## src/design/tlbpt_pkg.sv

```systemverilog
// Package for the TLB page table translator.
// Holds the default sizes, the fixed port widths and the control state type.
// No dependencies.
`timescale 1ns / 1ps

package tlbpt_pkg;

    // Default sizes of the translator.
    localparam int DEF_TLB_ENTRIES = 16;
    localparam int DEF_PAGE_COUNT  = 256;
    localparam int DEF_FRAME_COUNT = 256;
    localparam int DEF_OFFSET_BITS = 8;

    // Fixed field widths.
    localparam int VA_W    = 16;
    localparam int PA_W    = 16;
    localparam int COUNT_W = 32;

    // Fixed point scale of the reciprocal that reduces the page number.
    localparam int RECIP_SHIFT = 16;
    localparam int RECIP_W     = 17;

    // Control states of the translator, one-hot.
    typedef enum logic [5:0] {
        ST_CLEAR   = 6'b000001,
        ST_IDLE    = 6'b000010,
        ST_MUL     = 6'b000100,
        ST_RED     = 6'b001000,
        ST_LOOK    = 6'b010000,
        ST_RESOLVE = 6'b100000
    } state_t;

endpackage

```

## src/design/tlbpt_ram.sv

```systemverilog
// Generic single-port-write, single-port-read RAM with a registered read.
// Used for the page table. No dependencies.
`timescale 1ns / 1ps

module tlbpt_ram #(
    parameter int WIDTH = 9,
    parameter int DEPTH = 256
) (
    input  logic                             aclk,
    input  logic                             we,
    input  logic [$clog2(DEPTH)-1:0]         waddr,
    input  logic [WIDTH-1:0]                 wdata,
    input  logic [$clog2(DEPTH)-1:0]         raddr,
    output logic [WIDTH-1:0]                 rdata
);

    logic [WIDTH-1:0] mem [DEPTH];
    logic [WIDTH-1:0] rdata_reg;

    always_ff @(posedge aclk) begin
        if (we) begin
            mem[waddr] <= wdata;
        end
        rdata_reg <= mem[raddr];
    end

    assign rdata = rdata_reg;

endmodule

```

## src/design/tlbpt_tlb.sv

```systemverilog
// Fully associative TLB with a registered lookup result and FIFO order fill.
// Stand-alone; sizes come from the parent's parameters.
`timescale 1ns / 1ps

module tlbpt_tlb #(
    parameter int ENTRIES = 16,
    parameter int PAGE_W  = 8,
    parameter int FRAME_W = 8
) (
    input  logic               aclk,
    input  logic               aresetn,
    input  logic               lookup_en,
    input  logic [PAGE_W-1:0]  lookup_page,
    output logic               hit_q,
    output logic [FRAME_W-1:0] frame_q,
    input  logic               fill_en,
    input  logic [PAGE_W-1:0]  fill_page,
    input  logic [FRAME_W-1:0] fill_frame
);

    localparam int IDX_W = (ENTRIES > 1) ? $clog2(ENTRIES) : 1;

    logic [PAGE_W-1:0]  page_reg  [ENTRIES];
    logic [FRAME_W-1:0] frame_reg [ENTRIES];
    logic [ENTRIES-1:0] valid_reg;
    logic [IDX_W-1:0]   ptr_reg;
    logic [IDX_W-1:0]   ptr_next;
    logic               hit_reg;
    logic [FRAME_W-1:0] hit_frame_reg;
    logic               match;
    logic [FRAME_W-1:0] match_frame;

    // Walk from the top down so the lowest-numbered matching entry wins.
    always_comb begin
        match       = 1'b0;
        match_frame = '0;
        for (int i = ENTRIES - 1; i >= 0; i--) begin
            if (valid_reg[i] && (page_reg[i] == lookup_page)) begin
                match       = 1'b1;
                match_frame = frame_reg[i];
            end
        end
    end

    always_comb begin
        if (ptr_reg == IDX_W'(ENTRIES - 1)) begin
            ptr_next = '0;
        end else begin
            ptr_next = ptr_reg + 1'b1;
        end
    end

    always_ff @(posedge aclk) begin
        if (!aresetn) begin
            valid_reg <= '0;
            ptr_reg   <= '0;
            hit_reg   <= 1'b0;
        end else begin
            if (lookup_en) begin
                hit_reg <= match;
            end
            if (fill_en) begin
                valid_reg[ptr_reg] <= 1'b1;
                ptr_reg            <= ptr_next;
            end
        end
    end

    always_ff @(posedge aclk) begin
        if (lookup_en) begin
            hit_frame_reg <= match_frame;
        end
        if (fill_en) begin
            page_reg[ptr_reg]  <= fill_page;
            frame_reg[ptr_reg] <= fill_frame;
        end
    end

    assign hit_q   = hit_reg;
    assign frame_q = hit_frame_reg;

endmodule

```

## src/design/tlb_page_table_translator_core.sv

```systemverilog
// Top level of the TLB page table translator.
// Depends on tlbpt_pkg, tlbpt_ram (page table) and tlbpt_tlb (translation cache).
`timescale 1ns / 1ps

// This block translates one 16-bit virtual address per transaction into a
// physical address. The page number is looked up in a fully associative TLB;
// on a miss the page table, held in a synchronous RAM, supplies the frame, and
// a page with no frame yet takes the next frame from a wrapping counter (a page
// fault). Every TLB miss fills the TLB in FIFO order. Each result reports the
// physical address, the hit and fault flags and saturating hit and fault
// totals. After reset the block clears every page table entry and accepts no
// transaction during that pass. An address then passes a lookup state and a
// resolve state, which waits on the registered read of the page table RAM;
// when PAGE_COUNT is not a power of two, a multiply state and a reduce state
// first reduce the page number. A new address is accepted in the resolve cycle
// of the previous one, while the output register keeps a finished result until
// the downstream side takes it; a full output register holds the resolve state.
module tlb_page_table_translator_core #(
    parameter int TLB_ENTRIES = tlbpt_pkg::DEF_TLB_ENTRIES,
    parameter int PAGE_COUNT  = tlbpt_pkg::DEF_PAGE_COUNT,
    parameter int FRAME_COUNT = tlbpt_pkg::DEF_FRAME_COUNT,
    parameter int OFFSET_BITS = tlbpt_pkg::DEF_OFFSET_BITS
) (
    input  logic        aclk,
    input  logic        aresetn,
    // Input transactions.
    input  logic        s_tvalid,
    output logic        s_tready,
    input  logic [15:0] s_tdata,   // [15:0] virtual_address
    // Result transactions.
    output logic        m_tvalid,
    input  logic        m_tready,
    output logic [79:0] m_tdata,   // [15:0] phys_addr, [47:16] hit_total,
                                   // [79:48] fault_total
    output logic [1:0]  m_tuser    // [0] tlb_hit, [1] page_fault
);

    localparam int VA_W    = tlbpt_pkg::VA_W;
    localparam int PA_W    = tlbpt_pkg::PA_W;
    localparam int COUNT_W = tlbpt_pkg::COUNT_W;
    localparam int PAGE_W  = $clog2(PAGE_COUNT);
    localparam int FRAME_W = $clog2(FRAME_COUNT);
    // Width of the page number field of the address; at least one bit.
    localparam int VPN_W   = (VA_W - OFFSET_BITS > 0) ? (VA_W - OFFSET_BITS) : 1;
    localparam bit PAGE_POW2 = ((1 << PAGE_W) == PAGE_COUNT);
    localparam int RECIP_SHIFT = tlbpt_pkg::RECIP_SHIFT;
    localparam int RECIP_W     = tlbpt_pkg::RECIP_W;
    localparam int RECIP       = (1 << RECIP_SHIFT) / PAGE_COUNT;
    localparam int PROD_W      = VPN_W + RECIP_W;
    localparam logic [VA_W-1:0] OFF_MASK = VA_W'((64'd1 << OFFSET_BITS) - 64'd1);

    // Control state.
    tlbpt_pkg::state_t state_reg;
    tlbpt_pkg::state_t state_next;
    logic [PAGE_W-1:0] clr_reg;

    // Item being worked on.
    logic [VA_W-1:0]   va_reg;
    logic [PAGE_W-1:0] page_reg;
    logic [PROD_W-1:0] prod_reg;

    // Architectural counters.
    logic [FRAME_W-1:0] free_frame_reg;
    logic [COUNT_W-1:0] hit_cnt_reg;
    logic [COUNT_W-1:0] fault_cnt_reg;
    logic [COUNT_W-1:0] hit_cnt_next;
    logic [COUNT_W-1:0] fault_cnt_next;

    // Output register.
    logic               m_valid_reg;
    logic [PA_W-1:0]    pa_reg;
    logic               hit_out_reg;
    logic               fault_out_reg;
    logic [COUNT_W-1:0] hit_tot_reg;
    logic [COUNT_W-1:0] fault_tot_reg;

    // Datapath signals.
    logic                s_fire;
    logic                can_finish;
    logic                resolve_fire;
    logic [VPN_W-1:0]    vpn_in;
    logic [VPN_W-1:0]    vpn_cur;
    logic [PAGE_W-1:0]   page_direct;
    logic [VPN_W-1:0]    quot;
    logic [VPN_W-1:0]    rem;
    logic [PAGE_W-1:0]   page_reduced;
    logic                tlb_hit_q;
    logic [FRAME_W-1:0]  tlb_frame_q;
    logic [FRAME_W:0]    tbl_rdata;
    logic                tbl_valid;
    logic [FRAME_W-1:0]  frame;
    logic                fault;
    logic [31:0]         pa_wide;
    logic                ram_we;
    logic [PAGE_W-1:0]   ram_waddr;
    logic [FRAME_W:0]    ram_wdata;
    logic [FRAME_W-1:0]  free_frame_next;

    // A finished result can leave the resolve stage when the output register
    // is empty or is being emptied in the same cycle.
    assign can_finish   = !m_valid_reg || m_tready;
    assign resolve_fire = (state_reg == tlbpt_pkg::ST_RESOLVE) && can_finish;
    assign s_tready     = (state_reg == tlbpt_pkg::ST_IDLE) || resolve_fire;
    assign s_fire       = s_tvalid && s_tready;

    // Page number straight from the address; a mask when PAGE_COUNT is a
    // power of two.
    assign vpn_in      = VPN_W'(s_tdata >> OFFSET_BITS);
    assign page_direct = PAGE_W'(vpn_in);
    assign vpn_cur     = VPN_W'(va_reg >> OFFSET_BITS);

    // Reduction modulo PAGE_COUNT otherwise: the quotient estimate from the
    // reciprocal is low by at most one, so one compare and subtract finishes.
    assign quot = prod_reg[RECIP_SHIFT +: VPN_W];
    assign rem  = vpn_cur - VPN_W'(quot * VPN_W'(PAGE_COUNT));
    always_comb begin
        if (32'(rem) >= PAGE_COUNT) begin
            page_reduced = PAGE_W'(rem - VPN_W'(PAGE_COUNT));
        end else begin
            page_reduced = PAGE_W'(rem);
        end
    end

    // Next state.
    always_comb begin
        state_next = state_reg;
        case (state_reg)
            tlbpt_pkg::ST_CLEAR: begin
                if (clr_reg == PAGE_W'(PAGE_COUNT - 1)) begin
                    state_next = tlbpt_pkg::ST_IDLE;
                end
            end
            tlbpt_pkg::ST_IDLE: begin
                if (s_fire) begin
                    state_next = PAGE_POW2 ? tlbpt_pkg::ST_LOOK : tlbpt_pkg::ST_MUL;
                end
            end
            tlbpt_pkg::ST_MUL: begin
                state_next = tlbpt_pkg::ST_RED;
            end
            tlbpt_pkg::ST_RED: begin
                state_next = tlbpt_pkg::ST_LOOK;
            end
            tlbpt_pkg::ST_LOOK: begin
                state_next = tlbpt_pkg::ST_RESOLVE;
            end
            tlbpt_pkg::ST_RESOLVE: begin
                if (resolve_fire) begin
                    if (s_fire) begin
                        state_next = PAGE_POW2 ? tlbpt_pkg::ST_LOOK : tlbpt_pkg::ST_MUL;
                    end else begin
                        state_next = tlbpt_pkg::ST_IDLE;
                    end
                end
            end
            default: begin
                state_next = tlbpt_pkg::ST_CLEAR;
            end
        endcase
    end

    // Resolve: a TLB hit wins, then a valid page table entry, and otherwise
    // the page faults and takes the free frame.
    assign tbl_valid = tbl_rdata[FRAME_W];
    assign fault     = !tlb_hit_q && !tbl_valid;
    always_comb begin
        if (tlb_hit_q) begin
            frame = tlb_frame_q;
        end else if (tbl_valid) begin
            frame = tbl_rdata[FRAME_W-1:0];
        end else begin
            frame = free_frame_reg;
        end
    end

    assign pa_wide = (32'(frame) << OFFSET_BITS) | 32'(va_reg & OFF_MASK);

    always_comb begin
        if (free_frame_reg == FRAME_W'(FRAME_COUNT - 1)) begin
            free_frame_next = '0;
        end else begin
            free_frame_next = free_frame_reg + 1'b1;
        end
    end

    assign hit_cnt_next   = (&hit_cnt_reg)   ? hit_cnt_reg   : hit_cnt_reg + 1'b1;
    assign fault_cnt_next = (&fault_cnt_reg) ? fault_cnt_reg : fault_cnt_reg + 1'b1;

    // Page table write port: the clearing pass after reset, then the new
    // mapping of a faulting page. The next address is read no earlier than
    // the cycle after this write, so no forwarding is needed.
    always_comb begin
        if (state_reg == tlbpt_pkg::ST_CLEAR) begin
            ram_we    = 1'b1;
            ram_waddr = clr_reg;
            ram_wdata = '0;
        end else begin
            ram_we    = resolve_fire && fault;
            ram_waddr = page_reg;
            ram_wdata = {1'b1, free_frame_reg};
        end
    end

    // Control registers.
    always_ff @(posedge aclk) begin
        if (!aresetn) begin
            state_reg      <= tlbpt_pkg::ST_CLEAR;
            clr_reg        <= '0;
            free_frame_reg <= '0;
            hit_cnt_reg    <= '0;
            fault_cnt_reg  <= '0;
            m_valid_reg    <= 1'b0;
        end else begin
            state_reg <= state_next;
            if (state_reg == tlbpt_pkg::ST_CLEAR) begin
                clr_reg <= clr_reg + 1'b1;
            end
            if (resolve_fire) begin
                m_valid_reg <= 1'b1;
                if (tlb_hit_q) begin
                    hit_cnt_reg <= hit_cnt_next;
                end
                if (fault) begin
                    fault_cnt_reg  <= fault_cnt_next;
                    free_frame_reg <= free_frame_next;
                end
            end else if (m_tready) begin
                m_valid_reg <= 1'b0;
            end
        end
    end

    // Payload registers.
    always_ff @(posedge aclk) begin
        if (s_fire) begin
            va_reg   <= s_tdata;
            page_reg <= page_direct;
        end
        if (state_reg == tlbpt_pkg::ST_MUL) begin
            prod_reg <= PROD_W'(vpn_cur) * PROD_W'(RECIP);
        end
        if (state_reg == tlbpt_pkg::ST_RED) begin
            page_reg <= page_reduced;
        end
        if (resolve_fire) begin
            pa_reg        <= pa_wide[PA_W-1:0];
            hit_out_reg   <= tlb_hit_q;
            fault_out_reg <= fault;
            hit_tot_reg   <= tlb_hit_q ? hit_cnt_next : hit_cnt_reg;
            fault_tot_reg <= fault ? fault_cnt_next : fault_cnt_reg;
        end
    end

    // Page table: one entry per page, valid bit above the frame number.
    tlbpt_ram #(
        .WIDTH (FRAME_W + 1),
        .DEPTH (PAGE_COUNT)
    ) u_table (
        .aclk  (aclk),
        .we    (ram_we),
        .waddr (ram_waddr),
        .wdata (ram_wdata),
        .raddr (page_reg),
        .rdata (tbl_rdata)
    );

    // TLB: looked up in the lookup cycle, filled on a miss when resolved.
    tlbpt_tlb #(
        .ENTRIES (TLB_ENTRIES),
        .PAGE_W  (PAGE_W),
        .FRAME_W (FRAME_W)
    ) u_tlb (
        .aclk        (aclk),
        .aresetn     (aresetn),
        .lookup_en   (state_reg == tlbpt_pkg::ST_LOOK),
        .lookup_page (page_reg),
        .hit_q       (tlb_hit_q),
        .frame_q     (tlb_frame_q),
        .fill_en     (resolve_fire && !tlb_hit_q),
        .fill_page   (page_reg),
        .fill_frame  (frame)
    );

    assign m_tvalid = m_valid_reg;
    assign m_tdata  = {fault_tot_reg, hit_tot_reg, pa_reg};
    assign m_tuser  = {fault_out_reg, hit_out_reg};

endmodule

```

## config.mk

```make
export PLATFORM = sky130hd
export DESIGN_NAME = tlb_page_table_translator_core
export DESIGN_NICKNAME = d
export VERILOG_FILES = /design/src/design/tlbpt_pkg.sv /design/src/design/tlbpt_ram.sv /design/src/design/tlbpt_tlb.sv /design/src/design/tlb_page_table_translator_core.sv
export SDC_FILE = /design/constraint.sdc
export NUM_CORES = 2
export LEC_CHECK = 0
export ABC_AREA = 0
export BUFFER_PORTS_ARGS = -buffer_cell sky130_fd_sc_hd__buf_4
export CAP_MARGIN = 5
export CORE_AREA = 2 2 398 557
export CTS_CLUSTER_DIAMETER = 150
export DETAILED_ROUTE_END_ITERATION = 10
export DIE_AREA = 0 0 400 559
export HOLD_SLACK_MARGIN = 0.08
export PLACE_DENSITY_LB_ADDON = 0.05
export SLEW_MARGIN = 10
export SYNTH_ARGS = -nofsm -noshare
export SYNTH_HDL_FRONTEND = slang
export SYNTH_SLANG_ARGS = --single-unit
```

## constraint.sdc

```tcl
create_clock -name aclk -period 10.53 [get_ports aclk]
set_clock_uncertainty 0.1 [all_clocks]
set_input_delay 2.6325 -clock aclk [delete_from_list [all_inputs] [get_ports aclk]]
set_output_delay 2.6325 -clock aclk [all_outputs]
set_load 0.02 [all_outputs]
```

# [After elaboration in Yosys (flattened, before gate mapping)]
# Memory sizes are Yosys's and may differ from the RTL's. A register that Yosys moved wholly into a read port is not among the register bits.
# Cells that the tools add are included.
[word_totals] register_bits=222 ram_bits=2560 in_bits=20 output_inout_bits=84 memories=3
[memory_table] memory="u_table.mem" words=256 width=9 rd=1 rd_clocked_by_memory_dff=1 write_ports=1 line="tlbpt_ram.sv:17" rtl="logic [WIDTH-1:0] mem [DEPTH];"
[memory_table] memory="u_tlb.frame_reg" words=16 width=8 rd=16 rd_clocked_by_memory_dff=0 write_ports=1 line="tlbpt_tlb.sv:24" rtl="logic [FRAME_W-1:0] frame_reg [ENTRIES];"
[memory_table] memory="u_tlb.page_reg" words=16 width=8 rd=16 rd_clocked_by_memory_dff=0 write_ports=1 line="tlbpt_tlb.sv:23" rtl="logic [PAGE_W-1:0] page_reg [ENTRIES];"
[classes] n_addsub=5 n_lt_le_gt_ge=2 eq_ne=28 n_mux=58 bitwise_logic=2 n_reduce_logical=33
[ops] cell="8-bit 2-to-1 mux" count=22
[ops] cell="8-bit == test" count=16
[ops] cell="32-bit 2-to-1 mux" count=4
[ops] cell="32-bit by 1-bit adder with 32-bit output (second input constant)" count=2
[ops] cell="32-bit AND reduction" count=2
[ops] cell="6-bit case mux with 6 select lines" count=1
[ops] cell="1-bit 2-to-1 mux" count=24
[ops] cell="1-bit logical AND" count=22
[ops] cell="6-bit 2-to-1 mux" count=3
[ops] cell="8-bit by 1-bit adder with 8-bit output (second input constant)" count=2
[ops] cell="8-bit == test (second input constant)" count=2
[ops] cell="16-bit OR" count=1
[ops] cell="16-bit by 8-bit OR with 16-bit output" count=1
[ops] cell="9-bit 2-to-1 mux" count=1
[ops] cell="6-bit by 1-bit == test with 1-bit output (second input constant)" count=1
[ops] cell="6-bit by 2-bit == test with 1-bit output (second input constant)" count=1
[ops] cell="6-bit by 3-bit == test with 1-bit output (second input constant)" count=1
[ops] cell="6-bit by 4-bit == test with 1-bit output (second input constant)" count=1
[ops] cell="6-bit by 5-bit == test with 1-bit output (second input constant)" count=1
[ops] cell="6-bit == test (second input constant)" count=1
[ops] cell="2-bit inequality test (second input constant)" count=3
[ops] cell="4-bit by 5-bit less-than comparator with 1-bit output (second input constant)" count=1
[ops] cell="5-bit 2-to-1 mux" count=1
[ops] cell="4-bit by 1-bit adder with 4-bit output (second input constant)" count=1
[ops] cell="9 further kinds" count=13

# [Longest topological paths before layout]
# An unclocked memory read counts as a cell.
[depth] ltp_word=19 depth_mapped=13 mapped_depth_nobuf=10

# [Hierarchy]
# From an unflattened synthesis, not the netlist that was laid out.
[hier_totals] hier_cells=5878 area_unflattened_um2=109897.9
[modules_own_cells] mod="tlbpt_ram" n_inst=1 cells_each=4237 area_each_um2=89278.1 seq_area_each_um2=69366.5
[modules_own_cells] mod="tlbpt_tlb" n_inst=1 cells_each=776 area_each_um2=11903.9 seq_area_each_um2=8348.0
[modules_own_cells] mod="tlb_page_table_translator_core" n_inst=1 cells_each=865 area_each_um2=8715.9 seq_area_each_um2=4644.5

# [Worst setup path before layout]
# No wires, ideal clock.
[synth_timing] path_kind="reg2reg" from="reg state_reg[4]" to="mem u_table.mem[0][7] (data pin)" setup_ps=864 arrival_time_ps=8807 required_time_ps=9566 path_slack_ps=760 path_stages_with_launch=8 synth_period_minus_slack_ps=9770 path_cell_list="dfxtp_1 -> clkbuf_1 -> nand2b_1 -> nor3_2 -> inv_1 -> clkbuf_1 -> buf_1 -> and2_1"
[synth_via] elab_chain_len=2
[synth_rtl] element="start: declaration" line="tlb_page_table_translator_core.sv:53" rtl="tlbpt_pkg::state_t state_reg;"
[synth_rtl] element="start signal: assignment" line="tlb_page_table_translator_core.sv:207" rtl="state_reg <= tlbpt_pkg::ST_CLEAR;"
[synth_rtl] element="start signal: assignment" line="tlb_page_table_translator_core.sv:214" rtl="state_reg <= state_next;"
[synth_rtl] element="6-bit by 1-bit == test with 1-bit output" line="tlb_page_table_translator_core.sv:193" rtl="if (state_reg == tlbpt_pkg::ST_CLEAR) begin"
[synth_rtl] element="9-bit 2-to-1 mux" line="tlb_page_table_translator_core.sv:193"
[synth_rtl] element="named net ram_wdata[7]" line="tlb_page_table_translator_core.sv:96" rtl="logic [FRAME_W:0] ram_wdata;"
[synth_rtl] element="end: declaration" line="tlbpt_ram.sv:17"
# The timed path passes the listed nets, and every way through them passes these cells.

# [Worst setup path after layout]
[layout_timing] from="in m_tready" to="mem u_table.mem[208][7] (enable)"
[layout_via] elab_chain_len=6
[layout_rtl] element="start: declaration" line="tlb_page_table_translator_core.sv:32" rtl="input logic m_tready,"
[layout_rtl] element="1-bit logical OR" line="tlb_page_table_translator_core.sv:101" rtl="assign can_finish = !m_valid_reg || m_tready;"
[layout_rtl] element="1-bit logical AND" line="tlb_page_table_translator_core.sv:102" rtl="assign resolve_fire = (state_reg == tlbpt_pkg::ST_RESOLVE) && can_finish;"
[layout_rtl] element="1-bit logical AND" line="tlb_page_table_translator_core.sv:198" rtl="ram_we = resolve_fire && fault;"
[layout_rtl] element="1-bit 2-to-1 mux" line="tlb_page_table_translator_core.sv:193"
[layout_rtl] element="1-bit 2-to-1 mux" line="tlbpt_ram.sv:21" rtl="if (we) begin"
[layout_rtl] element="1-bit 2-to-1 mux (implied by the code)" line="tlbpt_ram.sv:22" rtl="mem[waddr] <= wdata;"
# Every way passes these cells.

==> run metrics <==
Synth Instances around 5400; Post-Route WL approximately 280 mm; Clock Pin Slew Worst Setup and Hold Paths around 60 ps; Netlist cell types 60; met3 WL between 15 and 20 mm; H-Tree Depth 5; Async S/R FF share, synth 0%; Ys Warns 0; Max Slew Vio Count 0; Placed Area ~0.11 mm^2; number of synthesized register bits 2781; area of the multi-input gates roughly 0.025 mm^2; design area 0.1222 mm^2; crit path time final around 6500 ps; num rows 203; ys flop type edfxtp_1; area of the die between 0.2 and 0.25 mm^2; Max Used Layer met4; RSZ-0062 raised after global routing no; antenna violations before repair 11; Worst Path Arrival about 6900 ps; core area 0.2184 mm^2; final setup vio count 0; Yosys top cell by area edfxtp_1; detailed-placement wirelength estimate roughly 170 mm; Setup crit end kind flip-flop; antenna viol nets, final 0; GRT overflow 0; P_leak roughly 0.044 uW; Root Buffer Master clkbuf_16; Slew headroom between 10% and 20%; fillers between 15000 and 20000; TritonCTS buffer count 277; Layout Nets about 5600; Residual DRC 0; I/O Buffers roughly 100; critical path startpoint category input port; worst slew pin tran 1225 ps; first-pass GRT wire length 397.8 mm; clk sinks 2781; Initial Utilization about 50%; Avg Cell Area, Syn 20.32 um^2; top-level port count around 100; maxcap violations 0; Worst Path Required between 10000 and 15000 ps; Crit Path Category input port to flip-flop; Max FO, Critical Path roughly 60; postcts setup bufs 0; clk buf depth 4; synth top area cells edfxtp_1 (74%), mux4_2 (14%), dfxtp_1 (2.1%); FF+latch area 0.08236 mm^2; Synthesized Nets approximately 5400; largest net degree at the start of global routing about 160; slack of the worst reg-to-reg path roughly 5100 ps; Min-Delay Path Class flip-flop to flip-flop; Fmax between 0.15 and 0.2 GHz; top cell type's share of synthesized area about three quarters; number of global-route vias before repair 53435; setup_tns 0 ps; TritonCTS clock tree built; Tot GR Track Use approximately 25%; M1 WL 109.8 mm; P per Cell Area about 180 mW/mm^2; Post-synth EDFFs 2666; synthesized area between 0.1 and 0.15 mm^2; IR drop worst, VDD about 0.16 mV; Chip Width ~400 um; sequential area share after synthesis between 70% and 80%; 1st-iter DRT viols ~5400; Die H 559 um; Largest register FFs 2304; 1st-pass router iterations 7; area delta synth->final 12.33%; vias 52187; final count of hold timing violations 0; Worst-Skew Late Latency 850 ps; status finished clean; routed len/inst between 30 and 40 um; metal2 WL around 140 mm; share of cells above drive strength 1 23.80%; fin crit share 61.81%; routability cong. 0.8721; Vias/cell 6.037; PostCTS Resize Cnt 0; # hold bufs at CTS 0
==> metrics by stage <==
stage / power (uW) / setup WS [ps] / hold WS [ps] / utilization (%) / cells
finish: 22100 / 4021 / 320.4 / 55.93 / 8644
global route: 22720 / 3773 / 329.8 / 55.93 / 8643
CTS: 22290 / 4073 / 323.1 / 55.93 / 8642
detailed placement: 12250 / 3152 / 314.5 / 51.71 / 8154
global placement: 12250 / 3239 / 303.6 / 51.71 / 8154
floorplan: 12210 / 760.0 / 300.3 / - / 5352
==> where the power goes <==
part | internal, uW | total [uW] | switching [uW]
Sequential | 11900 | 11900 | 4.65
Combinational | 15.4 | 71.3 | 55.9
Clock | 5960 | 10100 | 4120
==> synthesized netlist by cell type (57+ instances only) <==
cell type,count
and2_1,66
xor2_1,75
clkbuf_1,125
mux4_2,668
xnor2_1,175
edfxtp_1,2666
o21ai_0,63
buf_2,87
nand2_1,150
nand3_1,81
mux2i_1,115
dfxtp_1,115
nor2_1,355
o22ai_1,57
nor3_1,65
==> worst max-delay path: stages <==
cell and delay, ps:
buf_4 80, nand2b_1 190, nand2_1 80, buf_4 230
inv_4 560, nand2_1 490, o31ai_1 740, nand2_2 890
nor2_1 920
==> final timing paths <==
kind	startpoint	endpoint	cells past startpoint
setup reg to reg	state_reg[5]	u_table.mem[208][7]	8
hold reg to reg	va_reg[5]	pa_reg[5]	0
setup / recovery	m_tready	u_table.mem[208][7]	9
hold / removal	va_reg[5]	pa_reg[5]	0
==> cells in the final DEF, fill, tap and decap left out, types with 34 or more instances in the layout <==
master	Yosys	layout
edfxtp_1	2666	2666
mux4_2	668	668
nor2_1	355	354
clkbuf_16	0	293
buf_4	34	212
xnor2_1	175	175
nand2_1	150	134
mux2i_1	115	115
dfxtp_1	115	115
nand3_1	81	81
xor2_1	75	75
nor3_1	65	61
and2_1	66	59
o22ai_1	57	57
o21ai_0	63	55
clkbuf_1	125	46
clkinv_2	0	43
nand4_1	42	42
a21oi_1	38	38
clkinv_1	0	38
bufinv_16	0	34
==> layout make-up <==
class	instances	share of cell area, %
flip-flops and latches	2781	67.42
multi-input cells	2252	20.52
clock buffers	346	6.222
well taps	2870	2.939
repair buffers	224	1.499
clock inverters	142	1.312
inverters	27	0.09115
diodes	2	0.004097
==> cell families after synthesis <==
logic type,Yosys count,share of synthesized area (%)
XOR/XNOR,250,2.013
AO/OA/AOI/OAI,279,1.689
multiplexers,815,15.22
AND/OR/NAND/NOR,900,3.921
adder cells (fa/ha/maj),8,0.09204
flip-flops,2781,75.73
buffers and inverters,319,1.332
==> layer usage <==
| layer | GRT usage, % | vias to the layer above |
|---|---|---|
| li1 | - | 22176 |
| met5 | 0 | - |
| met3 | 3.292 | 401 |
| met4 | 7.341 | 0 |
| met1 | 33.14 | 27747 |
| met2 | 42.84 | 1863 |
(Power assumes the default switching activity.)
